$ cat config.mk
export PLATFORM = sky130hd
export DESIGN_NAME = trvm_ctrl
export DESIGN_NICKNAME = d
export VERILOG_FILES = /design/src/rtl/trvm_pkg.sv /design/src/rtl/trvm_ctrl.sv
export SDC_FILE = /design/constraint.sdc
export NUM_CORES = 1
export LEC_CHECK = 0
export BUFFER_PORTS_ARGS = -buffer_cell sky130_fd_sc_hd__buf_2
export CORE_MARGIN = 10
export CORE_UTILIZATION = 45
export DETAILED_ROUTE_END_ITERATION = 8
export PLACE_DENSITY = 0.78
export SETUP_SLACK_MARGIN = 0.05
export SLEW_MARGIN = 20
export SYNTH_ARGS = -nofsm -noshare
export SYNTH_HDL_FRONTEND = slang
export SYNTH_SLANG_ARGS = --single-unit
$ cat constraint.sdc
create_clock -name clk -period 4.4 [get_ports clk]
set_clock_uncertainty 0.15 [all_clocks]
set_input_delay 0 -clock clk [delete_from_list [all_inputs] [get_ports clk]]
set_output_delay 0 -clock clk [all_outputs]
set_load 0.01 [all_outputs]
$ cat src/rtl/trvm_pkg.sv
// shared types and constants of the tagged register machine
`timescale 1ns / 1ps
package trvm_pkg;

  localparam logic [7:0] OP_NOP   = 8'h00;
  localparam logic [7:0] OP_RET   = 8'h01;
  localparam logic [7:0] OP_LDC   = 8'h04;
  localparam logic [7:0] OP_ADD   = 8'h10;
  localparam logic [7:0] OP_SUB   = 8'h11;
  localparam logic [7:0] OP_MUL   = 8'h12;
  localparam logic [7:0] OP_DIV   = 8'h13;
  localparam logic [7:0] OP_MOD   = 8'h14;
  localparam logic [7:0] OP_AND   = 8'h15;
  localparam logic [7:0] OP_OR    = 8'h16;
  localparam logic [7:0] OP_XOR   = 8'h17;
  localparam logic [7:0] OP_NAND  = 8'h18;
  localparam logic [7:0] OP_NOR   = 8'h19;
  localparam logic [7:0] OP_NXOR  = 8'h1A;
  localparam logic [7:0] OP_POP   = 8'h40;
  localparam logic [7:0] OP_PUSH  = 8'h41;

  localparam logic [1:0] TAG_NIL  = 2'd0;
  localparam logic [1:0] TAG_BOOL = 2'd1;
  localparam logic [1:0] TAG_INT  = 2'd2;
  localparam logic [1:0] TAG_FLT  = 2'd3;

  localparam logic [2:0] ST_OK      = 3'd0;
  localparam logic [2:0] ST_HALT    = 3'd1;
  localparam logic [2:0] ST_TYPE    = 3'd2;
  localparam logic [2:0] ST_NOTINT  = 3'd3;
  localparam logic [2:0] ST_DIVZ    = 3'd4;
  localparam logic [2:0] ST_OVER    = 3'd5;
  localparam logic [2:0] ST_UNDER   = 3'd6;
  localparam logic [2:0] ST_UNKNOWN = 3'd7;

  typedef enum logic [2:0] {
    S_IDLE, S_EXEC, S_DIV, S_POPRD, S_POPWR, S_OUT
  } state_t;

  // result selects for the register/output write
  typedef enum logic [2:0] {
    WR_NONE, WR_CONST, WR_ALU, WR_DIV, WR_STACK, WR_REG, WR_HALT
  } wsel_t;

  typedef struct packed {
    logic  load;      // capture input item
    logic  div_start;
    logic  stk_push;
    logic  sp_dec;
    logic  wr_reg;    // write selected value to reg_a
    wsel_t wsel;
    logic  out_load;
    logic  err_set;
    logic  [2:0] err_code;
  } ctrl_t;

  typedef struct packed {
    logic [7:0] op;
    logic       tag_ne;
    logic       tag_notint;
    logic       b_zero;
    logic       sp_full;
    logic       sp_empty;
    logic       div_done;
    logic [2:0] run_status;
  } stat_t;

endpackage

$ cat src/rtl/trvm_ctrl.sv
// instruction sequencer
`timescale 1ns / 1ps
module trvm_ctrl
  import trvm_pkg::*;
(
  input  logic  clk,
  input  logic  rst_n,
  input  logic  in_valid,
  output logic  in_ready,
  output logic  out_valid,
  input  logic  out_ready,
  input  stat_t st,
  output ctrl_t ctl
);
  state_t state_r, state_nxt;

  always_ff @(posedge clk) begin
    if (!rst_n) state_r <= S_IDLE;
    else        state_r <= state_nxt;
  end

  always_comb begin
    state_nxt = state_r;
    ctl = '0;
    ctl.wsel = WR_NONE;
    in_ready = 1'b0;
    out_valid = 1'b0;
    unique case (state_r)
      S_IDLE: begin
        in_ready = 1'b1;
        if (in_valid) begin
          ctl.load = 1'b1;
          state_nxt = S_EXEC;
        end
      end
      S_EXEC: begin
        ctl.out_load = 1'b1;
        state_nxt = S_OUT;
        if (st.run_status == ST_HALT) begin
          ctl.wsel = WR_HALT;
        end else if (st.run_status != ST_OK) begin
          ctl.wsel = WR_NONE;
        end else if (st.op == OP_NOP) begin
          ctl.wsel = WR_NONE;
        end else if (st.op == OP_RET) begin
          ctl.wsel = WR_HALT;
          ctl.err_set = 1'b1;
          ctl.err_code = ST_HALT;
        end else if (st.op == OP_LDC) begin
          ctl.wsel = WR_CONST;
          ctl.wr_reg = 1'b1;
        end else if (st.op >= OP_ADD && st.op <= OP_NXOR) begin
          if (st.tag_ne) begin
            ctl.err_set = 1'b1; ctl.err_code = ST_TYPE;
          end else if (st.tag_notint) begin
            ctl.err_set = 1'b1; ctl.err_code = ST_NOTINT;
          end else if ((st.op == OP_DIV || st.op == OP_MOD) && st.b_zero) begin
            ctl.err_set = 1'b1; ctl.err_code = ST_DIVZ;
          end else if (st.op == OP_DIV || st.op == OP_MOD) begin
            ctl.out_load = 1'b0;
            ctl.div_start = 1'b1;
            state_nxt = S_DIV;
          end else begin
            ctl.wsel = WR_ALU;
            ctl.wr_reg = 1'b1;
          end
        end else if (st.op == OP_PUSH) begin
          if (st.sp_full) begin
            ctl.err_set = 1'b1; ctl.err_code = ST_OVER;
          end else begin
            ctl.stk_push = 1'b1;
            ctl.wsel = WR_REG;
          end
        end else if (st.op == OP_POP) begin
          if (st.sp_empty) begin
            ctl.err_set = 1'b1; ctl.err_code = ST_UNDER;
          end else begin
            ctl.out_load = 1'b0;
            ctl.sp_dec = 1'b1;
            state_nxt = S_POPRD;
          end
        end else begin
          ctl.err_set = 1'b1; ctl.err_code = ST_UNKNOWN;
        end
      end
      S_DIV: begin
        if (st.div_done) begin
          ctl.wsel = WR_DIV;
          ctl.wr_reg = 1'b1;
          ctl.out_load = 1'b1;
          state_nxt = S_OUT;
        end
      end
      S_POPRD: begin
        // ram read issued at decremented pointer
        state_nxt = S_POPWR;
      end
      S_POPWR: begin
        ctl.wsel = WR_STACK;
        ctl.wr_reg = 1'b1;
        ctl.out_load = 1'b1;
        state_nxt = S_OUT;
      end
      S_OUT: begin
        out_valid = 1'b1;
        in_ready = out_ready;
        if (out_ready) begin
          if (in_valid) begin
            ctl.load = 1'b1;
            state_nxt = S_EXEC;
          end else begin
            state_nxt = S_IDLE;
          end
        end
      end
      default: state_nxt = S_IDLE;
    endcase
  end
endmodule

==> tab_implementation.tex <==
\begin{tabular}{lr}
\hline
Metric & Value \\
\hline
\multicolumn{2}{l}{\textbf{Layout}} \\
\quad Multi-input combinational cell area & a little under 700 µm² \\
\quad \# fillers & 143 \\
\quad Storage element area & 60.1 µm² \\
\quad Fraction of layout cells with a size suffix above 1 & 0.420 \\
\quad Layout Nets & 160 \\
\quad Largest registers & state\_r x3 \\
\quad Diode insertion count for antenna repair & 0 \\
\quad Area added between synthesis and finish & 26.7\% \\
\quad Register bank with the most flops & state\_r \\
\quad Flip-flop count of the largest register after layout & 3 \\
\multicolumn{2}{l}{\textbf{Power}} \\
\quad Pwr Density & 163 nW/µm² \\
\quad Leakage power & 0.000415 µW \\
\quad Total power draw & 160 µW \\
\quad Peak ir drop on the vdd network & 0.169 mV \\
\multicolumn{2}{l}{\textbf{Global routing}} \\
\quad First-pass GRT wire length & $\sim$3800 µm \\
\quad Number of global-route vias before repair & 831 \\
\quad Pin count of the biggest net entering global routing & 16 \\
\quad Total global-route track usage & 0.125 \\
\quad Initial antenna violation count & 0 \\
\quad Grt ovf & 0 \\
\multicolumn{2}{l}{\textbf{Yosys}} \\
\quad Average cell area after synthesis & 7.52 µm² \\
\quad Syn. warnings & 0 \\
\quad Number of distinct library cell variants in the gate-level netlist after synthesis & 50 \\
\quad Post-synth EDFFs & 0 \\
\quad Area share of the largest cell type after synthesis & 0.0775 \\
\quad Synth Instances & 103 \\
\quad Synth async-reset ratio & 0 \\
\quad Primary flip-flop cell chosen by synthesis mapping & sky130\_fd\_sc\_hd\_\_dfxtp\_1 \\
\quad Sequential cell area fraction in the yosys report & 0.0775 \\
\quad Post-Synthesis Cell Area & 774 µm² \\
\quad Main area contributors after synthesis & sky130\_fd\_sc\_hd\_\_dfxtp\_1 7.8\%, sky130\_fd\_sc\_hd\_\_nor2\_1 4.8\%, sky130\_fd\_sc\_hd\_\_o21ai\_0 4.5\% \\
\quad Top cell type by total area after synthesis & sky130\_fd\_sc\_hd\_\_dfxtp\_1 \\
\quad Net count after synthesis & 124 \\
\quad Number of flip-flops and latches in the synthesized netlist & 3 \\
\multicolumn{2}{l}{\textbf{Min path}} \\
\quad Critical hold path startpoint & in\_valid \\
\quad Worst min-delay path class & in2reg \\
\quad Hold path endpoint & state\_r[2] \\
\quad Worst hold path cell count & 4 \\
\multicolumn{2}{l}{\textbf{CTS}} \\
\quad Number of gates given a new drive strength after cts & 0 \\
\quad Post-CTS Setup Inserts & 0 \\
\quad CTS tree & done \\
\quad Count of hold-fix buffers inserted at cts & 1 \\
\quad Buffer cell driving the clock tree root & sky130\_fd\_sc\_hd\_\_clkbuf\_4 \\
\quad Sinks on the clock net & 3 \\
\quad Clock transition time at the flip-flop clock pins of the worst setup and hold paths & 40 ps \\
\quad Number of buffers created by CTS & 3 \\
\quad Clock latency of the later-clocked register in the worst-skew pair & 250 ps \\
\quad CTS Buffer Depth & 2 \\
\quad Deepest level of the CTS H-tree & 1 \\
\multicolumn{2}{l}{\textbf{Floorplanning}} \\
\quad Die footprint & 3780 µm² \\
\quad Cell row count & 14 \\
\quad Core Area & about 1600 µm² \\
\quad Die height & 61.5 µm \\
\quad I/O pin cnt & 36 \\
\quad Die outline width & 61.5 µm \\
\quad Effective utilization at floorplan & 0.497 \\
\multicolumn{2}{l}{\textbf{Setup path}} \\
\quad Critical path required time & 4250 ps \\
\quad CP max stage delay & 480 ps \\
\quad Beginning of the critical path & state\_r[0] \\
\quad Crit. End Element & primary output \\
\quad Reg2reg start & state\_r[2] \\
\quad Kind of start point of the critical path & flop \\
\quad Terminus of the critical flop-to-flop path & state\_r[2] \\
\quad Endpoint arrival time on the critical path & between 1500 and 2000 ps \\
\quad Critical path's slowest cell & sky130\_fd\_sc\_hd\_\_dfxtp\_1 \\
\quad R2r setup slk & a little under 3000 ps \\
\quad Worst reg-to-reg path cell count & 4 \\
\quad Path type of the worst setup path & reg2out \\
\quad Largest fanout of any net on the critical path & 11 \\
\quad Sequence of cells on the critical path & or3b\_4 -> nor2\_8 -> nand4bb\_1 -> o311ai\_2 -> buf\_2 \\
\multicolumn{2}{l}{\textbf{Routing}} \\
\quad Count of unresolved DRC violations after routing & 0 \\
\quad Total length of routed wires & approximately 2400 µm \\
\quad Drt first pass iters & 4 \\
\quad Antenna violation net count after detailed routing & 0 \\
\quad Initial drt markers & 17 \\
\quad Average via count per standard cell & approximately 5.9 \\
\quad Via count & 908 \\
\quad Average detailed-routed wire length per instance & 15.4 µm \\
\multicolumn{2}{l}{\textbf{Timing}} \\
\quad Max transition margin & 0.713 \\
\quad Tmin final & 1970 ps \\
\quad Worst Tran Pin Value & 431 ps \\
\quad Upper clock frequency limit & between 500 and 600 MHz \\
\quad Post-route fraction of the period consumed by the critical path & 0.449 \\
\quad Final-report setup violation count & 0 \\
\quad Setup TNS & 0 ps \\
\quad Final hold violation count & 0 \\
\quad Setup repair after global routing missed its margin & no \\
\quad Max-slew violations & 0 \\
\multicolumn{2}{l}{\textbf{Run}} \\
\quad Number of maximum-capacitance constraint violations & 0 \\
\multicolumn{2}{l}{\textbf{Placed design}} \\
\quad GPL Wtd Cong & 0.855 \\
\quad Count of input and output buffers & 35 \\
\quad Dpl hpwl & 1900 µm \\
\multicolumn{2}{l}{\textbf{Outcome}} \\
\quad Result of the run & finished clean \\
\hline
\end{tabular}
-- per-layer routing --
layer,share of wire,track usage,vias to the layer above
met1,0.44,0.159,403
met5,0,0,-
met4,0.0059,0.0350,0
met2,0.47,0.201,36
li1,-,-,467
met3,0.078,0.0350,2
-- area by class of cell --
type,count,area share
multi-input combinational,91,0.688
inverter,4,0.0153
timing repair buffer,36,0.189
tap,16,0.0204
sequential,3,0.0612
clock buffer,4,0.0268
-- cell usage after synthesis, types with 2 or more instances --
| cell type | instances |
|---|---|
| sky130_fd_sc_hd__dfxtp_1 | 3 |
| sky130_fd_sc_hd__o22ai_1 | 2 |
| sky130_fd_sc_hd__inv_1 | 4 |
| sky130_fd_sc_hd__buf_2 | 2 |
| sky130_fd_sc_hd__o21ai_0 | 7 |
| sky130_fd_sc_hd__nor3_2 | 2 |
| sky130_fd_sc_hd__nor3b_2 | 2 |
| sky130_fd_sc_hd__clkbuf_1 | 2 |
| sky130_fd_sc_hd__nand4bb_1 | 2 |
| sky130_fd_sc_hd__o211ai_1 | 2 |
| sky130_fd_sc_hd__nand4_1 | 2 |
| sky130_fd_sc_hd__nor3_4 | 2 |
| sky130_fd_sc_hd__and2_1 | 2 |
| sky130_fd_sc_hd__nor4_1 | 2 |
| sky130_fd_sc_hd__nor2_1 | 10 |
| sky130_fd_sc_hd__nand2_1 | 9 |
| sky130_fd_sc_hd__a21oi_1 | 4 |
| sky130_fd_sc_hd__nor3b_1 | 2 |
| sky130_fd_sc_hd__nand3_1 | 2 |
| sky130_fd_sc_hd__and3b_1 | 2 |
| sky130_fd_sc_hd__o2111ai_1 | 3 |
| sky130_fd_sc_hd__nor3_1 | 2 |
| sky130_fd_sc_hd__nand2b_1 | 5 |
| sky130_fd_sc_hd__a211oi_1 | 2 |
-- placed cells by master, fill, tap and decap left out, types with 2 or more instances in the layout --
cell type and instances:
sky130_fd_sc_hd__nand3_1 2, sky130_fd_sc_hd__and3b_1 2, sky130_fd_sc_hd__nor3_4 2, sky130_fd_sc_hd__nand4_1 2, sky130_fd_sc_hd__clkbuf_4 3, sky130_fd_sc_hd__nor4_1 2, sky130_fd_sc_hd__o2111ai_1 3, sky130_fd_sc_hd__a211oi_1 2
sky130_fd_sc_hd__o211ai_1 2, sky130_fd_sc_hd__dfxtp_1 3, sky130_fd_sc_hd__and2_1 2, sky130_fd_sc_hd__a21oi_1 4, sky130_fd_sc_hd__nor3b_2 2, sky130_fd_sc_hd__nor3b_1 2, sky130_fd_sc_hd__nor3_1 2, sky130_fd_sc_hd__o22ai_1 2
sky130_fd_sc_hd__buf_2 35, sky130_fd_sc_hd__nand2_1 9, sky130_fd_sc_hd__nor3_2 2, sky130_fd_sc_hd__inv_1 4, sky130_fd_sc_hd__o21ai_0 7, sky130_fd_sc_hd__nor2_1 10, sky130_fd_sc_hd__nand4bb_1 2, sky130_fd_sc_hd__nand2b_1 5
-- where the power goes --
part | switching, µW | leakage, µW | internal, µW
Sequential | 5.51 | 0.0000246 | 29.4
Clock | 17.2 | 0.0000150 | 34.1
Combinational | 40.5 | 0.000375 | 33.1
-- worst max-delay path by stage --
stage	to	slack [ps]	cells past startpoint
6_report	ctl[8]	2430	5
2_1_floorplan	ctl[8]	2980	4
3_3_place_gp	ctl[8]	2740	5
3_5_place_dp	ctl[8]	2700	5
5_1_grt	ctl[8]	2320	5
4_1_cts	ctl[8]	2430	5
-- per-stage QoR --
step                instances  utilization  instance area, µm²  setup slack (ps)  hold slack (ps)
floorplan                 103            -                 774              2980            -28.3
global placement          149        0.606                 945              2740              122
detailed placement        149        0.606                 945              2700              141
CTS                       154        0.629                 981              2430             31.7
global route              154        0.629                 981              2320             67.3
finish                    154        0.629                 981              2430             38.1
-- critical path: cells and delay by family (launching register included) --
family                 cells  cell delay, ps
flip-flops                 1             480
AO/OA/AOI/OAI              1             110
AND/OR/NAND/NOR            3             810
buffers and inverters      1             170
-- cells by family (layout without fill, tap and decap cells) --
logic type / after synthesis / after routing / share of synthesized area
AOI/OAI and AO/OA: 32 / 32 / 0.307
buffers and inverters: 9 / 44 / 0.0517
DFF: 3 / 3 / 0.0775
muxes: 1 / 1 / 0.0145
and+or+nand+nor: 58 / 58 / 0.549
No activity file was read; power rests on OpenSTA's default activity.
